<file path="src/rtl/core/tad_pkg.sv">
// ----------------------------------------------------------------------------
// tad_pkg
// Types and constants shared by the teletext attribute decoder modules.
// ----------------------------------------------------------------------------
`default_nettype none

package tad_pkg;

    // operation codes of an input beat
    localparam logic [1:0] OP_CHAR  = 2'd0;
    localparam logic [1:0] OP_ROW   = 2'd1;
    localparam logic [1:0] OP_FRAME = 2'd2;

    // configuration register indexes
    localparam logic [1:0] CFG_FLASH_FIRST  = 2'd0;
    localparam logic [1:0] CFG_FLASH_PERIOD = 2'd1;

    localparam logic [7:0] FLASH_FIRST_RESET  = 8'd35;
    localparam logic [7:0] FLASH_PERIOD_RESET = 8'd50;

    // character codes
    localparam logic [7:0] GLYPH_SPACE      = 8'd32;
    localparam logic [7:0] CODE_DEL         = 8'd127;
    localparam logic [7:0] CODE_ALPHA_BLACK = 8'd128;
    localparam logic [7:0] CODE_ALPHA_RED   = 8'd129;
    localparam logic [7:0] CODE_ALPHA_WHITE = 8'd135;
    localparam logic [7:0] CODE_STEADY      = 8'd136;
    localparam logic [7:0] CODE_FLASH       = 8'd137;
    localparam logic [7:0] CODE_END_BOX     = 8'd138;
    localparam logic [7:0] CODE_START_BOX   = 8'd139;
    localparam logic [7:0] CODE_NORMAL_HT   = 8'd140;
    localparam logic [7:0] CODE_DOUBLE_HT   = 8'd141;
    localparam logic [7:0] CODE_RSVD_LO     = 8'd142;
    localparam logic [7:0] CODE_RSVD_HI     = 8'd144;
    localparam logic [7:0] CODE_MOS_RED     = 8'd145;
    localparam logic [7:0] CODE_MOS_WHITE   = 8'd151;
    localparam logic [7:0] CODE_CONCEAL     = 8'd152;
    localparam logic [7:0] CODE_CONTIGUOUS  = 8'd153;
    localparam logic [7:0] CODE_SEPARATED   = 8'd154;
    localparam logic [7:0] CODE_RSVD_ESC    = 8'd155;
    localparam logic [7:0] CODE_BLACK_BG    = 8'd156;
    localparam logic [7:0] CODE_NEW_BG      = 8'd157;
    localparam logic [7:0] CODE_HOLD        = 8'd158;
    localparam logic [7:0] CODE_RELEASE     = 8'd159;

    // height modes and double-height row phases
    localparam logic [1:0] HT_NORMAL = 2'd0;
    localparam logic [1:0] HT_UPPER  = 2'd1;
    localparam logic [1:0] HT_LOWER  = 2'd2;

    localparam logic [2:0] COLOUR_BLACK = 3'd0;
    localparam logic [2:0] COLOUR_WHITE = 3'd7;

    typedef struct packed {
        logic [1:0] op;
        logic [7:0] char_code;
    } t_in;

    typedef struct packed {
        logic [7:0] glyph;
        logic       mosaic;
        logic       separated;
        logic [2:0] fg_colour;
        logic [2:0] bg_colour;
        logic [1:0] height_mode;
    } t_out;

    // class of a beat as sorted by the front end
    typedef enum logic [4:0] {
        K_NONE,
        K_ROW,
        K_FRAME,
        K_BLANK,
        K_PRINT,
        K_TEXT_COL,
        K_STEADY,
        K_FLASH,
        K_NORMAL,
        K_DOUBLE,
        K_GFX_COL,
        K_CONCEAL,
        K_CONTIG,
        K_SEP,
        K_BLACK_BG,
        K_NEW_BG,
        K_HOLD,
        K_RELEASE
    } t_kind;

    typedef struct packed {
        t_kind      kind;
        logic [7:0] code;
    } t_item;

    typedef struct packed {
        logic       valid;
        logic [1:0] index;
        logic [7:0] data;
    } t_cfg_wr;

endpackage

`default_nettype wire

</file>
<file path="src/rtl/core/tad_front.sv">
// ----------------------------------------------------------------------------
// tad_front
// Input stage: takes beats, sorts each byte into its attribute class and
// holds the result in a register until the queue takes it.
// ----------------------------------------------------------------------------
`default_nettype none

module tad_front (
    input  wire logic          i_clk,
    input  wire logic          i_rst_n,
    input  wire logic          i_in_valid,
    output logic               o_in_ready,
    input  wire tad_pkg::t_in  i_in_data,
    output logic               o_item_valid,
    input  wire logic          i_item_ready,
    output tad_pkg::t_item     o_item
);
    import tad_pkg::*;

    logic  r_valid;
    logic  n_valid;
    t_item r_item;
    t_item n_item;

    function automatic t_kind classify(input logic [1:0] op, input logic [7:0] c);
        t_kind k;
        k = K_NONE;
        if (op == OP_ROW) begin
            k = K_ROW;
        end else if (op == OP_FRAME) begin
            k = K_FRAME;
        end else if (op == OP_CHAR) begin
            unique case (c) inside
                [8'd0:GLYPH_SPACE - 8'd1]:            k = K_BLANK;
                [GLYPH_SPACE:CODE_DEL]:               k = K_PRINT;
                CODE_ALPHA_BLACK:                     k = K_BLANK;
                [CODE_ALPHA_RED:CODE_ALPHA_WHITE]:    k = K_TEXT_COL;
                CODE_STEADY:                          k = K_STEADY;
                CODE_FLASH:                           k = K_FLASH;
                CODE_END_BOX, CODE_START_BOX:         k = K_BLANK;
                CODE_NORMAL_HT:                       k = K_NORMAL;
                CODE_DOUBLE_HT:                       k = K_DOUBLE;
                [CODE_RSVD_LO:CODE_RSVD_HI]:          k = K_BLANK;
                [CODE_MOS_RED:CODE_MOS_WHITE]:        k = K_GFX_COL;
                CODE_CONCEAL:                         k = K_CONCEAL;
                CODE_CONTIGUOUS:                      k = K_CONTIG;
                CODE_SEPARATED:                       k = K_SEP;
                CODE_RSVD_ESC:                        k = K_BLANK;
                CODE_BLACK_BG:                        k = K_BLACK_BG;
                CODE_NEW_BG:                          k = K_NEW_BG;
                CODE_HOLD:                            k = K_HOLD;
                CODE_RELEASE:                         k = K_RELEASE;
                default:                              k = K_PRINT;
            endcase
        end
        return k;
    endfunction

    assign o_in_ready   = !r_valid || i_item_ready;
    assign o_item_valid = r_valid;
    assign o_item       = r_item;

    always_comb begin
        n_valid = r_valid;
        n_item  = r_item;
        if (o_in_ready) begin
            n_valid     = i_in_valid;
            n_item.kind = classify(i_in_data.op, i_in_data.char_code);
            n_item.code = i_in_data.char_code;
        end
    end

    always_ff @(posedge i_clk) begin
        if (!i_rst_n) begin
            r_valid <= 1'b0;
        end else begin
            r_valid <= n_valid;
        end
        r_item <= n_item;
    end

endmodule

`default_nettype wire

</file>
<file path="src/rtl/core/tad_queue.sv">
// ----------------------------------------------------------------------------
// tad_queue
// Small first-in first-out queue of classified beats between the front and
// back ends.
// ----------------------------------------------------------------------------
`default_nettype none

module tad_queue #(
    parameter int DEPTH = 2
) (
    input  wire logic           i_clk,
    input  wire logic           i_rst_n,
    input  wire logic           i_push_valid,
    output logic                o_push_ready,
    input  wire tad_pkg::t_item i_push_item,
    output logic                o_pop_valid,
    input  wire logic           i_pop_ready,
    output tad_pkg::t_item      o_pop_item
);
    import tad_pkg::*;

    localparam int PW = (DEPTH > 1) ? $clog2(DEPTH) : 1;
    localparam int CW = $clog2(DEPTH + 1);
    localparam logic [PW-1:0] LAST  = PW'(DEPTH - 1);
    localparam logic [CW-1:0] FULL  = CW'(DEPTH);

    t_item         r_mem [DEPTH];
    logic [PW-1:0] r_wr_ptr;
    logic [PW-1:0] r_rd_ptr;
    logic [CW-1:0] r_count;
    logic [PW-1:0] n_wr_ptr;
    logic [PW-1:0] n_rd_ptr;
    logic [CW-1:0] n_count;
    logic          push;
    logic          pop;

    assign o_push_ready = (r_count != FULL);
    assign o_pop_valid  = (r_count != '0);
    assign o_pop_item   = r_mem[r_rd_ptr];
    assign push         = i_push_valid && o_push_ready;
    assign pop          = o_pop_valid && i_pop_ready;

    always_comb begin
        n_wr_ptr = r_wr_ptr;
        n_rd_ptr = r_rd_ptr;
        n_count  = r_count;
        if (push) begin
            n_wr_ptr = (r_wr_ptr == LAST) ? '0 : r_wr_ptr + PW'(1);
        end
        if (pop) begin
            n_rd_ptr = (r_rd_ptr == LAST) ? '0 : r_rd_ptr + PW'(1);
        end
        if (push && !pop) begin
            n_count = r_count + CW'(1);
        end else if (pop && !push) begin
            n_count = r_count - CW'(1);
        end
    end

    always_ff @(posedge i_clk) begin
        if (!i_rst_n) begin
            r_wr_ptr <= '0;
            r_rd_ptr <= '0;
            r_count  <= '0;
        end else begin
            r_wr_ptr <= n_wr_ptr;
            r_rd_ptr <= n_rd_ptr;
            r_count  <= n_count;
        end
        if (push) begin
            r_mem[r_wr_ptr] <= i_push_item;
        end
    end

endmodule

`default_nettype wire

</file>
<file path="src/rtl/core/tad_back.sv">
// ----------------------------------------------------------------------------
// tad_back
// Execution stage: applies each classified beat to the serial attribute
// state, runs the flash timer and drives the registered result.
// ----------------------------------------------------------------------------
`default_nettype none

module tad_back (
    input  wire logic             i_clk,
    input  wire logic             i_rst_n,
    input  wire tad_pkg::t_cfg_wr i_cfg,
    input  wire logic             i_item_valid,
    output logic                  o_item_ready,
    input  wire tad_pkg::t_item   i_item,
    output logic                  o_out_valid,
    input  wire logic             i_out_ready,
    output tad_pkg::t_out         o_out_data
);
    import tad_pkg::*;

    logic [7:0] r_flash_first, n_flash_first;
    logic [7:0] r_flash_period, n_flash_period;
    logic [2:0] r_fg, n_fg;
    logic [2:0] r_bg, n_bg;
    logic       r_gfx, n_gfx;
    logic       r_sep, n_sep;
    logic       r_conceal, n_conceal;
    logic       r_flash_hidden, n_flash_hidden;
    logic       r_hold, n_hold;
    logic [7:0] r_held, n_held;
    logic [7:0] r_prev, n_prev;
    logic [1:0] r_height, n_height;
    logic [1:0] r_row_phase, n_row_phase;
    logic [7:0] r_flash_count, n_flash_count;
    logic       r_flash_phase, n_flash_phase;
    logic       r_out_valid, n_out_valid;
    t_out       r_out, n_out;

    logic       pop;
    logic       is_char;
    logic [7:0] hold_show;
    logic [7:0] hold_pick;
    logic [7:0] frame_count;
    logic [2:0] colour;

    assign o_item_ready = !r_out_valid || i_out_ready;
    assign pop          = i_item_valid && o_item_ready;
    assign is_char      = (i_item.kind != K_NONE) && (i_item.kind != K_ROW)
                          && (i_item.kind != K_FRAME);
    assign hold_show    = r_hold ? r_held : GLYPH_SPACE;
    assign hold_pick    = r_gfx ? r_prev : GLYPH_SPACE;
    assign frame_count  = r_flash_count + 8'd1;
    assign colour       = i_item.code[2:0];
    assign o_out_valid  = r_out_valid;
    assign o_out_data   = r_out;

    always_comb begin
        n_flash_first  = r_flash_first;
        n_flash_period = r_flash_period;
        n_fg           = r_fg;
        n_bg           = r_bg;
        n_gfx          = r_gfx;
        n_sep          = r_sep;
        n_conceal      = r_conceal;
        n_flash_hidden = r_flash_hidden;
        n_hold         = r_hold;
        n_held         = r_held;
        n_prev         = r_prev;
        n_height       = r_height;
        n_row_phase    = r_row_phase;
        n_flash_count  = r_flash_count;
        n_flash_phase  = r_flash_phase;
        n_out_valid    = r_out_valid && !i_out_ready;
        n_out          = r_out;

        if (i_cfg.valid) begin
            if (i_cfg.index == CFG_FLASH_FIRST) begin
                n_flash_first = i_cfg.data;
            end else if (i_cfg.index == CFG_FLASH_PERIOD) begin
                n_flash_period = i_cfg.data;
            end
        end

        if (pop) begin
            // background changes land on this cell, the rest after it (a hold code also shows its glyph here)
            if (i_item.kind == K_BLACK_BG) begin
                n_bg = COLOUR_BLACK;
            end else if (i_item.kind == K_NEW_BG) begin
                n_bg = r_fg;
            end

            n_out.glyph       = GLYPH_SPACE;
            n_out.mosaic      = r_gfx;
            n_out.separated   = r_gfx && r_sep;
            n_out.fg_colour   = r_fg;
            n_out.bg_colour   = n_bg;
            n_out.height_mode = r_height;

            if (is_char) begin
                n_out_valid = 1'b1;
                n_prev      = i_item.code;
            end

            unique case (i_item.kind)
                K_ROW: begin
                    n_fg           = COLOUR_WHITE;
                    n_bg           = COLOUR_BLACK;
                    n_gfx          = 1'b0;
                    n_sep          = 1'b0;
                    n_conceal      = 1'b0;
                    n_flash_hidden = 1'b0;
                    n_hold         = 1'b0;
                    n_held         = GLYPH_SPACE;
                    n_prev         = GLYPH_SPACE;
                    n_height       = HT_NORMAL;
                    // upper goes to lower, lower goes to none
                    if (r_row_phase == HT_UPPER) begin
                        n_row_phase = HT_LOWER;
                    end else begin
                        n_row_phase = HT_NORMAL;
                    end
                end
                K_FRAME: begin
                    n_row_phase = HT_NORMAL;
                    if (frame_count == r_flash_first) begin
                        n_flash_phase = !r_flash_phase;
                        n_flash_count = frame_count;
                    end else if (frame_count == r_flash_period) begin
                        n_flash_phase = !r_flash_phase;
                        n_flash_count = 8'd0;
                    end else begin
                        n_flash_count = frame_count;
                    end
                end
                K_BLANK: begin
                    n_held = GLYPH_SPACE;
                end
                K_PRINT: begin
                    n_out.glyph = (r_flash_hidden || r_conceal) ? GLYPH_SPACE
                                                                : i_item.code;
                    n_held      = GLYPH_SPACE;
                end
                K_TEXT_COL: begin
                    n_gfx     = 1'b0;
                    n_fg      = colour;
                    n_conceal = 1'b0;
                    n_held    = GLYPH_SPACE;
                end
                K_STEADY: begin
                    n_out.glyph    = hold_show;
                    n_flash_hidden = 1'b0;
                    n_conceal      = 1'b0;
                end
                K_FLASH: begin
                    n_out.glyph    = hold_show;
                    n_flash_hidden = r_flash_phase;
                    n_conceal      = 1'b0;
                end
                K_NORMAL: begin
                    n_out.glyph = hold_show;
                    n_height    = HT_NORMAL;
                end
                K_DOUBLE: begin
                    n_held = GLYPH_SPACE;
                    if (r_row_phase == HT_LOWER) begin
                        n_height = HT_LOWER;
                    end else begin
                        n_row_phase = HT_UPPER;
                        n_height    = HT_UPPER;
                    end
                end
                K_GFX_COL: begin
                    n_out.glyph = r_conceal ? GLYPH_SPACE : r_held;
                    n_conceal   = 1'b0;
                    n_gfx       = 1'b1;
                    n_fg        = colour;
                end
                K_CONCEAL: begin
                    n_conceal = 1'b1;
                    n_held    = GLYPH_SPACE;
                end
                K_CONTIG: begin
                    n_out.glyph = hold_show;
                    n_sep       = 1'b0;
                end
                K_SEP: begin
                    n_out.glyph = hold_show;
                    n_sep       = 1'b1;
                end
                K_HOLD: begin
                    n_hold      = 1'b1;
                    n_held      = hold_pick;
                    n_out.glyph = hold_pick;
                end
                K_RELEASE: begin
                    n_held = GLYPH_SPACE;
                    n_hold = 1'b0;
                end
                default: begin
                    // background codes and unused ops change nothing more
                end
            endcase
        end
    end

    always_ff @(posedge i_clk) begin
        if (!i_rst_n) begin
            r_flash_first  <= FLASH_FIRST_RESET;
            r_flash_period <= FLASH_PERIOD_RESET;
            r_fg           <= COLOUR_WHITE;
            r_bg           <= COLOUR_BLACK;
            r_gfx          <= 1'b0;
            r_sep          <= 1'b0;
            r_conceal      <= 1'b0;
            r_flash_hidden <= 1'b0;
            r_hold         <= 1'b0;
            r_held         <= GLYPH_SPACE;
            r_prev         <= GLYPH_SPACE;
            r_height       <= HT_NORMAL;
            r_row_phase    <= HT_NORMAL;
            r_flash_count  <= 8'd0;
            r_flash_phase  <= 1'b0;
            r_out_valid    <= 1'b0;
        end else begin
            r_flash_first  <= n_flash_first;
            r_flash_period <= n_flash_period;
            r_fg           <= n_fg;
            r_bg           <= n_bg;
            r_gfx          <= n_gfx;
            r_sep          <= n_sep;
            r_conceal      <= n_conceal;
            r_flash_hidden <= n_flash_hidden;
            r_hold         <= n_hold;
            r_held         <= n_held;
            r_prev         <= n_prev;
            r_height       <= n_height;
            r_row_phase    <= n_row_phase;
            r_flash_count  <= n_flash_count;
            r_flash_phase  <= n_flash_phase;
            r_out_valid    <= n_out_valid;
        end
        r_out <= n_out;
    end

endmodule

`default_nettype wire

</file>
<file path="src/rtl/core/teletext_attribute_decoder.sv">
// ----------------------------------------------------------------------------
// teletext_attribute_decoder
// Serial attribute decoder for teletext character rows.
// ----------------------------------------------------------------------------
// Takes one beat per clock while nothing stalls: a character byte, a start
// of row or a frame tick, and returns one result per character byte carrying
// the glyph and its drawing attributes. Sustained rate is one beat per cycle
// when nothing stalls, set by the attribute state update in the back end.
// A beat is registered and classified in the front end, passes a
// QUEUE_DEPTH-entry queue and is executed into an output register, where its
// result is offered. Row starts and frame ticks give no result. The flash
// timer registers are written through the config port, which is always
// ready; write them only while the decoder is idle.
// ----------------------------------------------------------------------------
`default_nettype none

module teletext_attribute_decoder #(
    parameter int QUEUE_DEPTH = 2
) (
    input  wire logic          i_clk,
    input  wire logic          i_rst_n,
    input  wire logic          i_in_valid,
    output logic               o_in_ready,
    input  wire tad_pkg::t_in  i_in_data,
    output logic               o_out_valid,
    input  wire logic          i_out_ready,
    output tad_pkg::t_out      o_out_data,
    input  wire logic          i_cfg_valid,
    output logic               o_cfg_ready,
    input  wire logic [1:0]    i_cfg_index,
    input  wire logic [7:0]    i_cfg_data
);
    import tad_pkg::*;

    logic    front_valid;
    logic    front_ready;
    t_item   front_item;
    logic    queue_valid;
    logic    queue_ready;
    t_item   queue_item;
    t_cfg_wr cfg;

    assign o_cfg_ready = 1'b1;
    assign cfg.valid   = i_cfg_valid;
    assign cfg.index   = i_cfg_index;
    assign cfg.data    = i_cfg_data;

    tad_front u_front (
        .i_clk        (i_clk),
        .i_rst_n      (i_rst_n),
        .i_in_valid   (i_in_valid),
        .o_in_ready   (o_in_ready),
        .i_in_data    (i_in_data),
        .o_item_valid (front_valid),
        .i_item_ready (front_ready),
        .o_item       (front_item)
    );

    tad_queue #(
        .DEPTH (QUEUE_DEPTH)
    ) u_queue (
        .i_clk        (i_clk),
        .i_rst_n      (i_rst_n),
        .i_push_valid (front_valid),
        .o_push_ready (front_ready),
        .i_push_item  (front_item),
        .o_pop_valid  (queue_valid),
        .i_pop_ready  (queue_ready),
        .o_pop_item   (queue_item)
    );

    tad_back u_back (
        .i_clk        (i_clk),
        .i_rst_n      (i_rst_n),
        .i_cfg        (cfg),
        .i_item_valid (queue_valid),
        .o_item_ready (queue_ready),
        .i_item       (queue_item),
        .o_out_valid  (o_out_valid),
        .i_out_ready  (i_out_ready),
        .o_out_data   (o_out_data)
    );

endmodule

`default_nettype wire

</file>
<file path="config.mk">
export PLATFORM = sky130hd
export DESIGN_NAME = teletext_attribute_decoder
export DESIGN_NICKNAME = d
export VERILOG_FILES = /design/src/rtl/core/tad_pkg.sv /design/src/rtl/core/tad_front.sv /design/src/rtl/core/tad_queue.sv /design/src/rtl/core/tad_back.sv /design/src/rtl/core/teletext_attribute_decoder.sv
export SDC_FILE = /design/constraint.sdc
export NUM_CORES = 1
export LEC_CHECK = 0
export BUFFER_PORTS_ARGS = -buffer_cell sky130_fd_sc_hd__buf_2
export CAP_MARGIN = 20
export CORE_MARGIN = 2
export CORE_UTILIZATION = 54
export CTS_BUF_LIST = sky130_fd_sc_hd__clkbuf_4 sky130_fd_sc_hd__clkbuf_8 sky130_fd_sc_hd__clkbuf_16
export CTS_CLUSTER_SIZE = 25
export DETAILED_ROUTE_END_ITERATION = 10
export GPL_TIMING_DRIVEN = 1
export PLACE_DENSITY = 0.78
export SETUP_SLACK_MARGIN = 0.1
export SLEW_MARGIN = 30
export SYNTH_ARGS = -nofsm -noshare
export SYNTH_HDL_FRONTEND = slang
export SYNTH_SLANG_ARGS = --single-unit
</file>
<file path="constraint.sdc">
create_clock -name i_clk -period 2.4 [get_ports i_clk]
set_clock_uncertainty 0.1 [all_clocks]
set_input_delay 0.36 -clock i_clk [delete_from_list [all_inputs] [get_ports i_clk]]
set_output_delay 0.36 -clock i_clk [all_outputs]
set_load 0.02 [all_outputs]
</file>
==> summary.md <==
| Metric | Value |
|---|---|
| DR WL/cell | about 16 um |
| Flip-flop and latch area | about 3000 sq um |
| Mapped Area | ~5700 sq um |
| Final #Nets | ~600 |
| Final WL | between 10 and 15 mm |
| Final HPWL from detailed placement | roughly 8.1 mm |
| EDFF count, synth | between 50 and 60 |
| Lkg Pwr | 0.00252 uW |
| Synthesized area per cell | 11.2 sq um |
| Die area | around 11000 sq um |
| Max clock buf depth | 2 |
| Grt total ovfl | 0 |
| Placer congestion estimate | ~0.90 |
| Synthesized Nets | around 530 |
| Crit Path Max Fanout | 17 |
| Int Pwr | between 4000 and 5000 uW |
| Seq cells post-synth | between 100 and 150 |
| First-pass GRT wire length | roughly 19 mm |
| Hold Vio Cnt, Final | 0 |
| CTS tree | built |
| Initial core utilization | 0.553 |
| Worst-margin pin slew | ~0.56 ns |
| CP Launch Type | flip-flop |
| H-tree depth | 4 |
| Worst vdd ir | about 0.79 mV |
| CP Class | flip-flop to flip-flop |
| Avg Vias per Cell | roughly 5.6 |
| Critical Path RT | 2.66 ns |
| Multi-input gate area | 2540 sq um |
| Proportion of layout cells with a drive suffix above 1 | 0.231 |
| Fmax | 447 MHz |
| Crit path capture type | flip-flop |
| Tightest Hold Check Type | input port to flip-flop |
| Final Util | 0.662 |
| Commonest non-fill, non-tap cells in the layout | 61 x dfxtp_1, 57 x edfxtp_1, 44 x buf_2 |
| Global-route total usage across every layer | 0.218 |
| Async S/R FF share, synth | 0 |
| Pre-Repair DR Iteration Count | 5 |
| Setup repair after global routing missed its margin | no |
| Clk sink count | between 100 and 150 |
| Max-cap viol count | 0 |
| Commonest non-fill, non-tap cell in the layout | dfxtp_1 |
| Core Rows | 37 |
| Largest net degree at the start of global routing | 35 |
| Filler cell count | just under 800 |
| WP data arrival | between 2 and 3 ns |
| Setup TNS | 0 ns |
| Post-route ant nets | 0 |
| Warnings, synthesis | 0 |
| Vias | just over 4k |
| Slew Limit Fails | 0 |
| Root Driver | clkbuf_8 |
| Net Sw Frac | 0.316 |
| Critical-path cell list | buf_12 -> nor3b_4 -> buf_4 -> o221ai_4 -> a21boi_0 -> o21ai_2 -> nor2b_1 -> o21ai_1 |
| Crit path largest cell delay | ~0.35 ns |
| Comb pwr share | 0.256 |
| IO Count | 46 |
| Diodes inserted | 0 |
| Slew HR | 0.622 |
| Die width | approximately 110 um |
| Clock transition at path regs | about 0.060 ns |
| Fin crit period | around 2.2 ns |
| Core ar. | 10300 sq um |
| Slowest CP cell | dfxtp_2 |
| Pwr Density | about 970 nW/um^2 |
| Register area share after synthesis | 0.523 |
| Clock Power Share | 0.347 |
| Vias in the first global route | 3994 |
| Synth Instances | 506 |
| Outcome | finished, final reports clean |
| Final setup violation count | 0 |
| Die height | between 100 and 150 um |
| Area growth syn-to-layout | 19.8% |
| Starting DRC count in detailed routing | about 200 |
| Net Sw Power | around 2100 uW |
| Clk Latency, worst-skew pair | 0.51 ns |
| Number of port buffers | 44 |
| Initial antenna violation count | 0 |
| Most frequently used flop master after synthesis | dfxtp_1 |
| DRC viols | 0 |
| Sequential power share | 0.397 |
| Inserted Clock Buffers | 17 |
| Fin crit share | 0.931 |
| Synth cell types | between 70 and 80 |
-- repair_timing --
item,4_1_cts,5_1_grt
setup buffers,0,3
hold buffers,8,0
setup endpoints to repair,0,17
resized for setup,0,5
hold endpoints to repair,10,0
-- worst max-delay path: cells and delay by family (launching register included) --
| kind | cells | cell delay [ns] |
|---|---|---|
| AOI/OAI and AO/OA | 4 | 0.94 |
| and+or+nand+nor | 2 | 0.36 |
| DFF | 1 | 0.35 |
| buffers and inverters | 2 | 0.31 |
-- sequential cells by signal, indices dropped and copies added (netlist names), 2 cells and up, named ones only --
signal	count
u_back.o_out_data	18
u_back.r_bg	3
u_back.r_fg	3
u_back.r_flash_count	8
u_back.r_flash_first	8
u_back.r_flash_period	8
u_back.r_height	2
u_back.r_held	8
u_back.r_prev	8
u_back.r_row_phase	2
u_front.o_item	13
u_queue.r_count	2
u_queue.r_mem	26
-- cell usage after synthesis, drive strengths merged (3+ instances only) --
cell     number  area [sq um]
nand2b        7          46.3
mux2i        32           340
inv          12          45.0
a21oi        11          73.8
clkbuf       16          62.6
edfxtp       57          1710
buf           9          71.3
nand3        13          70.1
nor3b         9           100
nor2b        32           200
a211oi        3          22.5
dfxtp        63          1260
and2         10          62.6
a21boi        9          67.6
a32o          3          30.0
a22oi         8          60.1
xnor3         4          90.1
xnor2        15           131
or3           5          36.3
nand2        34           128
and3          3          18.8
a221o         8          80.1
nor3         12          86.3
nand4         5          31.3
o22ai         9          70.1
nor2         39           149
a2bb2oi       7          61.3
xor2         12           105
o21ai        23           130
nand3b        7          52.6
-- logic make-up after synthesis --
group,count (synthesis),share of synthesized area
AND/OR/NAND/NOR,185,0.185
flip-flops,120,0.523
AO/OA/AOI/OAI,95,0.132
buffers and inverters,37,0.0315
multiplexers,34,0.0645
XOR/XNOR,31,0.0575
adder cells (fa/ha/maj),3,0.00617
other,1,0.000660
-- layout make-up --
class                      instances  share of cell area
tap                              136              0.0250
inverter                          12             0.00662
multi-input combinational        349               0.374
sequential                       120               0.437
clock inverter                    14              0.0162
clock buffer                      18              0.0646
timing repair buffer              77              0.0761
-- worst paths after layout --
check / start / end / slack (ns) / cells past startpoint
worst min-delay path: i_cfg_data[6] / u_back.r_flash_period[6] / 0.04 / 3
worst max-delay path: flip-flop / u_back.r_held[5] / 0.16 / 8
worst max register to register: flip-flop / u_back.r_held[5] / 0.16 / 8
worst min register to register: u_back.r_height[1] / u_back.o_out_data[1] / 0.34 / 0
-- layer usage --
metal  track usage  up-vias  routed length, um
met2         0.380       88               6150
li1              -     1996                  -
met1         0.261     1958               5000
met5             0        -                  0
met4        0.0779        0                161
met3        0.0527       14                442
-- power groups by stage --
stage | logic (uW) | registers [uW] | clock network [uW]
finish | 1700 | 2630 | 2300
global route | 1850 | 2650 | 2430
CTS | 1640 | 2610 | 2340
detailed placement | 1620 | 2650 | 0
global placement | 1580 | 2640 | 0
floorplan | 1090 | 2720 | 0
-- through the flow --
| stage | total power (uW) | hold slack (ns) | cell area [sq um] | setup WS, ns | std cells |
|---|---|---|---|---|---|
| global route | 6930 | 0.0405 | 6800 | 0.0924 | 726 |
| finish | 6620 | 0.0351 | 6800 | 0.165 | 726 |
| global placement | 4220 | 0.322 | 6110 | 0.264 | 682 |
| floorplan | 3810 | 0.308 | 5680 | 0.144 | 506 |
| CTS | 6590 | 0.00731 | 6740 | 0.127 | 722 |
| detailed placement | 4270 | 0.329 | 6110 | 0.187 | 682 |
Note: power is estimated with default switching activity, not from simulation.
